==> src/rtl/optb_pkg.sv <==
// Package: shared types, codes and sizes of the timer bank.
`default_nettype none
package optb_pkg;

	localparam int SLOTS      = 8;
	localparam int TIME_WIDTH = 32;
	localparam int PERIOD_W   = 32;
	localparam int FIRE_W     = 8;
	localparam int SLOT_W     = 3;
	localparam int FUNC_W     = 3;
	localparam int POS_W      = (SLOTS > 1) ? $clog2(SLOTS) : 1;
	localparam int CMP_W      = (POS_W > SLOT_W) ? POS_W : SLOT_W;

	typedef enum logic [FUNC_W-1:0] {
		FN_TICK      = 3'd0,
		FN_START_ONE = 3'd1,
		FN_START_PER = 3'd2,
		FN_STOP_ONE  = 3'd3,
		FN_STOP_PER  = 3'd4
	} func_e_t;

	typedef struct packed {
		logic [FUNC_W-1:0]   func;
		logic [SLOT_W-1:0]   slot;
		logic [PERIOD_W-1:0] period;
	} cmd_t;

	typedef struct packed {
		logic [FIRE_W-1:0] oneshot_fired;
		logic [FIRE_W-1:0] periodic_fired;
		logic              refused;
	} rsp_t;

	// Transaction travelling down the cell chain.
	typedef struct packed {
		logic [FUNC_W-1:0]     func;
		logic [SLOT_W-1:0]     slot;
		logic [PERIOD_W-1:0]   period;
		logic [TIME_WIDTH-1:0] now;
		logic [POS_W-1:0]      pos;
		logic [FIRE_W-1:0]     fired_one;
		logic [FIRE_W-1:0]     fired_per;
		logic                  refused;
	} token_t;

endpackage
`default_nettype wire

==> src/rtl/oneshot_and_periodic_timer_bank_unit.sv <==
// Top level: timer bank built as a chain of slot cells with a two-entry result queue.
//
//  channel | dir | handshake             | payload
//  --------+-----+-----------------------+-----------------------------------------
//  cmd     | in  | cmd_valid / cmd_stall | func, slot, period
//  rsp     | out | rsp_valid / rsp_stall | oneshot_fired, periodic_fired, refused
//
// A command transaction enters the chain at the head, moves one cell per cycle
// and is pushed into the result queue at the tail; the next command is taken
// only after that push, so the chain length sets the command rate.
// One command is in the chain at a time.
// Reset (arst_n low, asynchronous) stops every slot and zeroes the time count.
// A stalled result waits in the queue; one more command is taken meanwhile and
// cmd_stall rises only while a command is in the chain or the queue is full.
`default_nettype none
module oneshot_and_periodic_timer_bank_unit
	import optb_pkg::*;
(
	input  wire logic clk,
	input  wire logic arst_n,
	input  wire logic cmd_valid,
	output logic      cmd_stall,
	input  wire cmd_t cmd,
	output logic      rsp_valid,
	input  wire logic rsp_stall,
	output rsp_t      rsp
);

	// Time counter, advanced when a tick is accepted.
	logic [TIME_WIDTH-1:0] now_q;
	logic                  inflight_q;

	// Chain links: link k feeds cell k; link SLOTS is the tail.
	logic   link_valid [SLOTS+1];
	token_t link       [SLOTS+1];

	logic   head_valid_q;
	token_t head_q;

	// Result queue: entry a is shown on the port, b holds the overflow.
	logic a_valid_q;
	logic b_valid_q;
	rsp_t a_q;
	rsp_t b_q;

	logic accept;
	logic push;
	logic pop;
	rsp_t tail_rsp;
	logic [TIME_WIDTH-1:0] now_next;

	assign cmd_stall = inflight_q || b_valid_q;
	assign accept    = cmd_valid && !cmd_stall;
	assign now_next  = (cmd.func == FN_TICK) ? TIME_WIDTH'(now_q + 1'b1) : now_q;

	always_ff @(posedge clk or negedge arst_n) begin
		if (!arst_n) begin
			now_q        <= '0;
			inflight_q   <= 1'b0;
			head_valid_q <= 1'b0;
		end else begin
			head_valid_q <= accept;
			if (accept) begin
				now_q      <= now_next;
				inflight_q <= 1'b1;
			end else if (push) begin
				inflight_q <= 1'b0;
			end
		end
	end

	// Load the transaction with the time it acts at and empty fire vectors.
	always_ff @(posedge clk) begin
		if (accept) begin
			head_q.func      <= cmd.func;
			head_q.slot      <= cmd.slot;
			head_q.period    <= cmd.period;
			head_q.now       <= now_next;
			head_q.pos       <= '0;
			head_q.fired_one <= '0;
			head_q.fired_per <= '0;
			head_q.refused   <= 1'b0;
		end
	end

	assign link_valid[0] = head_valid_q;
	assign link[0]       = head_q;

	for (genvar k = 0; k < SLOTS; k++) begin : g_cell
		optb_cell u_cell (
			.clk        (clk),
			.arst_n     (arst_n),
			.prev_valid (link_valid[k]),
			.prev       (link[k]),
			.next_valid (link_valid[k+1]),
			.next       (link[k+1])
		);
	end

	assign push = link_valid[SLOTS];
	assign pop  = a_valid_q && !rsp_stall;

	assign tail_rsp.oneshot_fired  = link[SLOTS].fired_one;
	assign tail_rsp.periodic_fired = link[SLOTS].fired_per;
	assign tail_rsp.refused        = link[SLOTS].refused;

	always_ff @(posedge clk or negedge arst_n) begin
		if (!arst_n) begin
			a_valid_q <= 1'b0;
			b_valid_q <= 1'b0;
		end else begin
			case ({push, pop})
				2'b10: begin
					if (a_valid_q) begin
						b_valid_q <= 1'b1;
					end else begin
						a_valid_q <= 1'b1;
					end
				end
				2'b01: begin
					if (b_valid_q) begin
						b_valid_q <= 1'b0;
					end else begin
						a_valid_q <= 1'b0;
					end
				end
				default: begin
				end
			endcase
		end
	end

	always_ff @(posedge clk) begin
		case ({push, pop})
			2'b10: begin
				if (a_valid_q) begin
					b_q <= tail_rsp;
				end else begin
					a_q <= tail_rsp;
				end
			end
			2'b01: begin
				if (b_valid_q) begin
					a_q <= b_q;
				end
			end
			2'b11: begin
				if (b_valid_q) begin
					a_q <= b_q;
					b_q <= tail_rsp;
				end else begin
					a_q <= tail_rsp;
				end
			end
			default: begin
			end
		endcase
	end

	assign rsp_valid = a_valid_q;
	assign rsp       = a_q;

endmodule
`default_nettype wire

==> src/rtl/optb_cell.sv <==
// Cell: state of one timer slot, updated as a transaction passes by.
`default_nettype none
module optb_cell
	import optb_pkg::*;
(
	input  wire logic   clk,
	input  wire logic   arst_n,
	input  wire logic   prev_valid,
	input  wire token_t prev,
	output logic        next_valid,
	output token_t      next
);

	logic                  os_run_q;
	logic [PERIOD_W-1:0]   os_delay_q;
	logic [TIME_WIDTH-1:0] os_start_q;
	logic                  pr_run_q;
	logic [PERIOD_W-1:0]   pr_len_q;
	logic [TIME_WIDTH-1:0] pr_last_q;

	logic                  match;
	logic [TIME_WIDTH-1:0] os_elapsed;
	logic [TIME_WIDTH-1:0] pr_elapsed;
	logic                  is_tick;
	logic                  os_fire;
	logic                  pr_fire;
	logic [FIRE_W-1:0]     bit_mask;
	token_t                tok_d;

	assign is_tick    = prev_valid && (prev.func == FN_TICK);
	assign match      = prev_valid && (CMP_W'(prev.slot) == CMP_W'(prev.pos));
	assign os_elapsed = prev.now - os_start_q;
	assign pr_elapsed = prev.now - pr_last_q;
	assign os_fire    = is_tick && os_run_q && (PERIOD_W'(os_elapsed) >= os_delay_q);
	assign pr_fire    = is_tick && pr_run_q && (PERIOD_W'(pr_elapsed) >= pr_len_q);
	// Positions at or above the fire width shift out to zero.
	assign bit_mask   = FIRE_W'(1) << prev.pos;

	always_comb begin
		tok_d     = prev;
		tok_d.pos = POS_W'(prev.pos + 1'b1);
		if (os_fire) begin
			tok_d.fired_one = prev.fired_one | bit_mask;
		end
		if (pr_fire) begin
			tok_d.fired_per = prev.fired_per | bit_mask;
		end
		if (match && (prev.func == FN_START_ONE) && os_run_q) begin
			tok_d.refused = 1'b1;
		end
		if (match && (prev.func == FN_START_PER) && pr_run_q) begin
			tok_d.refused = 1'b1;
		end
	end

	always_ff @(posedge clk or negedge arst_n) begin
		if (!arst_n) begin
			os_run_q   <= 1'b0;
			os_delay_q <= '0;
			os_start_q <= '0;
			pr_run_q   <= 1'b0;
			pr_len_q   <= '0;
			pr_last_q  <= '0;
		end else begin
			if (os_fire) begin
				os_run_q   <= 1'b0;
				os_delay_q <= '0;
				os_start_q <= '0;
			end
			if (pr_fire) begin
				pr_last_q <= prev.now;
			end
			if (match) begin
				case (prev.func)
					FN_START_ONE: begin
						if (!os_run_q) begin
							os_run_q   <= 1'b1;
							os_delay_q <= prev.period;
							os_start_q <= prev.now;
						end
					end
					FN_START_PER: begin
						if (!pr_run_q) begin
							pr_run_q  <= 1'b1;
							pr_len_q  <= prev.period;
							pr_last_q <= prev.now;
						end
					end
					FN_STOP_ONE: begin
						os_run_q   <= 1'b0;
						os_delay_q <= '0;
						os_start_q <= '0;
					end
					FN_STOP_PER: begin
						pr_run_q  <= 1'b0;
						pr_len_q  <= '0;
						pr_last_q <= '0;
					end
					default: begin
					end
				endcase
			end
		end
	end

	always_ff @(posedge clk or negedge arst_n) begin
		if (!arst_n) begin
			next_valid <= 1'b0;
		end else begin
			next_valid <= prev_valid;
		end
	end

	always_ff @(posedge clk) begin
		next <= tok_d;
	end

endmodule
`default_nettype wire
==> config.mk <==
export PLATFORM = sky130hd
export DESIGN_NAME = oneshot_and_periodic_timer_bank_unit
export DESIGN_NICKNAME = d
export VERILOG_FILES = /design/src/rtl/optb_pkg.sv /design/src/rtl/oneshot_and_periodic_timer_bank_unit.sv /design/src/rtl/optb_cell.sv
export SDC_FILE = /design/constraint.sdc
export NUM_CORES = 2
export LEC_CHECK = 0
export BUFFER_PORTS_ARGS = -buffer_cell sky130_fd_sc_hd__buf_2
export CELL_PAD_IN_SITES_DETAIL_PLACEMENT = 1
export CELL_PAD_IN_SITES_GLOBAL_PLACEMENT = 1
export CORE_MARGIN = 1.5
export CORE_UTILIZATION = 56
export DETAILED_ROUTE_END_ITERATION = 10
export GPL_TIMING_DRIVEN = 0
export HOLD_SLACK_MARGIN = 0.1
export PLACE_DENSITY_LB_ADDON = 0.1
export SETUP_SLACK_MARGIN = 0.3
export SLEW_MARGIN = 15
export SYNTH_ARGS = -nofsm -noshare
export SYNTH_HDL_FRONTEND = slang
export SYNTH_HIERARCHICAL = 1
export SYNTH_SLANG_ARGS = --single-unit
export TNS_END_PERCENT = 5
==> constraint.sdc <==
create_clock -name clk -period 13.79 [get_ports clk]
set_input_delay 0.6895 -clock clk [delete_from_list [all_inputs] [get_ports clk]]
set_output_delay 0.6895 -clock clk [all_outputs]
set_load 0.005 [all_outputs]
Word level (Yosys, flattened, before mapping)
Index checks and enable logic that the tools add are counted.
{"block": "op_classes", "n_lt_le_gt_ge": 16, "n_reduce_logical": 135, "muxes": 168, "add_sub_neg": 17, "n_eq_ne": 55}
{"op": "32-bit two-way mux", "n": 81}
{"op": "32-bit one-hot mux with 2 select lines", "n": 32}
{"op": "32-bit greater-or-equal comparator", "n": 16}
{"op": "32-bit subtractor", "n": 16}
{"op": "17-bit two-way mux", "n": 5}
{"op": "1-bit logical AND", "n": 82}
{"op": "3-bit by 2-bit == test with 1-bit output (second input constant)", "n": 18}
{"op": "17-bit one-hot mux with 3 select lines", "n": 1}
{"op": "3-bit == test (second input constant)", "n": 12}
{"op": "1-bit one-hot mux with 2 select lines", "n": 18}
{"op": "17-bit one-hot mux with 2 select lines", "n": 1}
{"op": "32-bit by 1-bit adder with 32-bit output (second input constant)", "n": 1}
{"op": "3-bit zero test", "n": 10}
{"op": "1-bit two-way mux", "n": 30}
{"op": "3-bit AND reduction", "n": 10}
{"op": "3-bit by 1-bit == test with 1-bit output (second input constant)", "n": 9}
{"op": "2-bit inequality test (second input constant)", "n": 13}
{"op": "2-bit nonzero test", "n": 11}
{"op": "2-bit AND reduction", "n": 10}
{"op": "2-bit OR reduction", "n": 8}
{"op": "2-bit == test (second input constant)", "n": 2}
{"op": "3-bit nonzero test", "n": 1}
{"op": "2-bit by 1-bit == test with 1-bit output (second input constant)", "n": 1}
{"op": "1-bit zero test", "n": 2}
{"op": "1-bit logical OR", "n": 1}
{"block": "word_totals", "ff_bits": 1814, "output_inout_bits": 19, "inputBits": 42}

Depth between registers and ports, before layout
{"block": "depth", "depth_word": 8, "ltp_mapped": 25}

Modules after synthesis
Netlist, hierarchy kept.
{"module": "optb_cell (g_cell[0].u_cell ...)", "area_each_um2": 11688.7, "seq_area_each_um2": 5079.9, "n_inst": 4, "cells_each": 1184}
{"module": "optb_cell (g_cell[5].u_cell ...)", "area_each_um2": 11637.4, "seq_area_each_um2": 5079.9, "n_inst": 2, "cells_each": 1134}
{"module": "optb_cell (g_cell[7].u_cell)", "area_each_um2": 11796.3, "seq_area_each_um2": 5079.9, "n_inst": 1, "cells_each": 1192}
{"module": "optb_cell (g_cell[1].u_cell)", "area_each_um2": 11676.2, "seq_area_each_um2": 5079.9, "n_inst": 1, "cells_each": 1166}
{"module": "oneshot_and_periodic_timer_bank_unit", "area_each_um2": 5635.4, "seq_area_each_um2": 4023.9, "n_inst": 1, "cells_each": 367}

Worst setup path before layout
OpenSTA, ideal clock, no wires.
{"block": "synth_timing", "path_kind": "register to register", "from": "register g_cell[6].u_cell/next[20] (netlist name)", "to": "register g_cell[7].u_cell.os_delay_q[0]", "n_path_buf": 2, "period_less_slack_ns": 4.316, "stages_incl_launch_ff": 24, "path_slack_ns": 9.474, "arrival_ns": 4.195, "setup_ns": 0.121, "path_cell_list": "dfxtp_1 -> inv_1 -> ha_1 -> inv_1 -> fa_1 -> a21o_1 -> a21oi_1 -> o21ai_1 -> a21boi_1 -> o21ai_1 -> a311oi_2 -> o21ai_1 -> a221oi_2 -> xnor2_1 -> ha_1 -> nand4_1 -> nor2_1 -> nand2_1 -> a221oi_1 -> o21a_1 -> clkbuf_1 -> a21oi_2 -> buf_2 -> a22o_1"}
{"block": "synth_via", "elab_chain_cells": 7}
{"element": "from (decl)", "line": "optb_cell.sv:11", "text": "output token_t next"}
{"element": "from (signal assigned)", "line": "optb_cell.sv:115", "text": "next <= tok_d;"}
{"element": "32-bit subtractor (*)", "line": "optb_cell.sv:32", "text": "assign os_elapsed = prev.now - os_start_q;"}
{"element": "32-bit greater-or-equal comparator (*)", "line": "optb_cell.sv:34", "text": "assign os_fire = is_tick && os_run_q && (PERIOD_W'(os_elapsed) >= os_delay_q);"}
{"element": "1-bit logical AND (*)", "line": "optb_cell.sv:34"}
{"element": "32-bit two-way mux (*)", "line": "optb_cell.sv:65", "text": "if (os_fire) begin"}
{"element": "32-bit two-way mux", "line": "optb_cell.sv:76", "text": "if (!os_run_q) begin"}
{"element": "32-bit one-hot mux with 2 select lines", "line": "optb_cell.sv:74", "text": "case (prev.func)"}
{"element": "32-bit two-way mux (*)", "line": "optb_cell.sv:73", "text": "if (match) begin"}
{"element": "to (signal assigned)", "line": "optb_cell.sv:78", "text": "os_delay_q <= prev.period;"}
{"element": "to (decl)", "line": "optb_cell.sv:15", "text": "logic [PERIOD_W-1:0] os_delay_q;"}
Every way passes the cells marked *; elsewhere a longest branch is shown, timed or not.
A chain may end at the register's enable or synchronous reset.

Worst setup path in the final report
{"block": "layout_timing", "from": "register g_cell[6].u_cell/next[20] (netlist name)", "to": "register g_cell[7].u_cell.os_delay_q[10]"}
The elaborated chain is that of the path after synthesis.

==> metrics.csv <==
stage;metric;value;unit
placed_design;dp_cells;12100;
timing;timing.final.crit_period;6.43;ns
critical_path;crit_required;14.51;ns
floorplanning;die_h;421;um
cts;clk_latency;0.85;ns
grt;grt.total_usage;33.8;%
grt;grt_pass1_wl;467000;um
job;cap_viol_max_count;0;
timing;max_freq;155;MHz
timing;tightest_slew;1.34;ns
critical_path;worstSetupEndpointType;flop;
detailed_routing;drt-pass1-iter-count;6;
detailed_routing;final_antenna_net_count;0;
synth;yosysWarnings;6;
cts;cts.sinks;1835;
timing;fin_skew;0.0309;ns
floorplanning;start_util;56.3;%
power;power_density;233;mW/mm^2
placed_design;port_buffers;60;
grt;grt_antenna_before_repair;3;
grt;grt_pass1_vias;82200;
cts;clk_pin_slew;0.06;ns
critical_path;crit_buf_inv;4;
cells_and_area;final_nets;11100;
power;vdd.ir_drop.worst;0.126;mV
cts;htree_levels;4;
timing;max_slew_margin;9.30;%
power;total_power;25200;uW
synth;synth_cells;9655;
detailed_routing;drt_iter0_markers;4673;
detailed_routing;route.detailed.drc;0;
critical_path;startpoint_type;flop;
critical_path;crit_top_cell;o21ai_1;
cts;cts.path.max_buffers;3;
cts;cts_resized;0;
placed_design;routabilityCongestion;0.919;
placed_design;post-place-ws;7.71;ns
timing;setup-violations-final;0;
critical_path;crit_arrival;7.15;ns
cells_and_area;layout-drive-gt1-share;7.31;%
grt;grt-ovfl-total;0;
timing;grt_setup_unrepaired;false;
cts;root_buffer;clkbuf_16;
placed_design;hpwl;221000;um
min_path;hp-class;in2reg;
timing;final_max_slew_viol_count;0;
timing;setup_ws;7.36;ns
detailed_routing;routed_via_density;6.09;
floorplanning;io-pin-count;61;
floorplanning;dieArea;0.177;mm^2
critical_path;cpPeakStageDelay;0.64;ns
detailed_routing;vias;76000;
cts;cts_tree;yes;
critical_path;critical_path.slowest_cell;a221oi_1;
run_status;status;finished clean;
cells_and_area;syn2layout_area_growth;11.2;%
floorplanning;core-area;0.174;mm^2
timing;fin_crit_sh;46.6;%
cells_and_area;stdcell_count;12500;
critical_path;crit_path_max_fanout;10;
synth;syn_area;0.0977;mm^2
power;total_leakage_power;0.0486;uW
critical_path;cp_top_family;compound AO/OA/AOI/OAI gates;
critical_path;crit_type;reg2reg;
timing;finalHoldViolCount;0;
synth;syn_avg_cell_area;10.1;um^2
floorplanning;rows;153;
detailed_routing;wl_per_cell;23.9;um
critical_path;worstPathCellList;inv_1, ha_1, inv_1, fa_1, a21o_1, a21oi_1, o21ai_1, a21boi_1, o21ai_1, a311oi_2, o21ai_1, a221oi_2, xnor2_1, ha_1, nand4_1, nor2_1, nand2_1, a221oi_1, o21a_1, clkbuf_1, a21oi_2, buf_2, a22o_1;
timing;tns;0;ns
cts;numCtsBuffers;197;
grt;grt_max_degree;125;
floorplanning;die_w;421;um
detailed_routing;wirelength;299000;um
==> cell type report <==
class / instances / area (um^2)
well taps: 2325 / 2910
plain buffers: 271 / 1500
repair buffers: 109 / 981
flip-flops and latches: 1835 / 43200
clock buffers: 279 / 5820
clock inverters: 91 / 1030
diodes: 3 / 7.51
fillers: 18800 / 65100
inverters: 1194 / 4480
multi-input cells: 6384 / 48600
==> sequential cells by signal, summed over array words and instances, names as in the netlist, 8 cells and up <==
signal / cells
g_cell.u_cell/os_start_q: 256
g_cell.u_cell/pr_run_q: 8
now_q: 32
g_cell.u_cell/pr_last_q: 256
g_cell.u_cell/pr_len_q: 256
head_q: 70
g_cell.u_cell/next: 647
g_cell.u_cell/next_valid: 8
g_cell.u_cell/os_run_q: 8
g_cell.u_cell/os_delay_q: 256
b_q: 17
rsp: 17
==> worst min-delay path: stages <==
cell and delay (ns):
buf_2 0.13, a21oi_1 0.15, nor2_1 0.07
==> power breakdown <==
group          internal (uW)  switching (uW)  total (uW)
sequential              6630            1220        7860
clock                   3270            2330        5600
combinational           5210            6570       11800
==> routing by layer <==
layer  track usage (%)  share of wire (%)  vias to the layer above
met5                 0                  0                        -
met2              58.9                 50                     1766
li1                  -                  -                    34900
met3              4.94                4.3                      811
met4              16.7                5.3                        0
met1              40.6                 41                    38500
==> layout by cell type, fill, tap and decap left out, types with 31 or more instances in the layout <==
cell type         n
dlygate4sd3_1    39
xor2_1          143
inv_1          1191
a22o_1          760
o21bai_1         74
o21ai_1          40
nor2_1          316
clkbuf_16       210
xnor2_1         375
dfrtp_1        1084
clkinv_2         37
o211ai_1         31
and3_1           32
nor2b_1          78
o21ai_0         498
nand2_1         607
edfxtp_1        104
a211oi_1         85
a21o_1          436
nand3_1         225
a31oi_1          51
o21a_1          100
buf_2           117
ha_1           1057
nor3_1          110
and2_1           45
clkbuf_8         31
nand2b_1         87
clkbuf_1        190
nand4_1         145
dfxtp_1         647
a21oi_1         521
==> stage by stage <==
stage / hold WS [ns] / util [%] / area (um^2)
4_1_cts: 0.191 / 62.5 / 109000
6_report: 0.248 / 62.5 / 109000
3_3_place_gp: 0.356 / 58.2 / 101000
5_1_grt: 0.256 / 62.5 / 109000
2_1_floorplan: 0.329 / - / 97800
3_5_place_dp: 0.356 / 58.3 / 101000
==> path summary, 6_finish.rpt <==
kind	from	end	depth (start not counted)	slack, ns
worst max-delay path	g_cell[6].u_cell/next[20]	g_cell[7].u_cell/os_delay_q[10]	23	7.36
worst min-delay path	rsp_stall	b_valid_q	3	0.25
worst max register to register	g_cell[6].u_cell/next[20]	g_cell[7].u_cell/os_delay_q[10]	23	7.36
worst min register to register	g_cell[1].u_cell/next[85]	g_cell[2].u_cell/next[85]	0	0.36
max in group asynchronous	arst_n	now_q[18]	6	10.55
min in group asynchronous	arst_n	g_cell[4].u_cell/os_start_q[9]	2	0.43
==> what timing repair did <==
item,in CTS,in global routing
hold buffers,39,0
endpoints found under the hold margin,146,0
setup buffers,0,0
No activity file was read; power rests on OpenSTA's default activity.
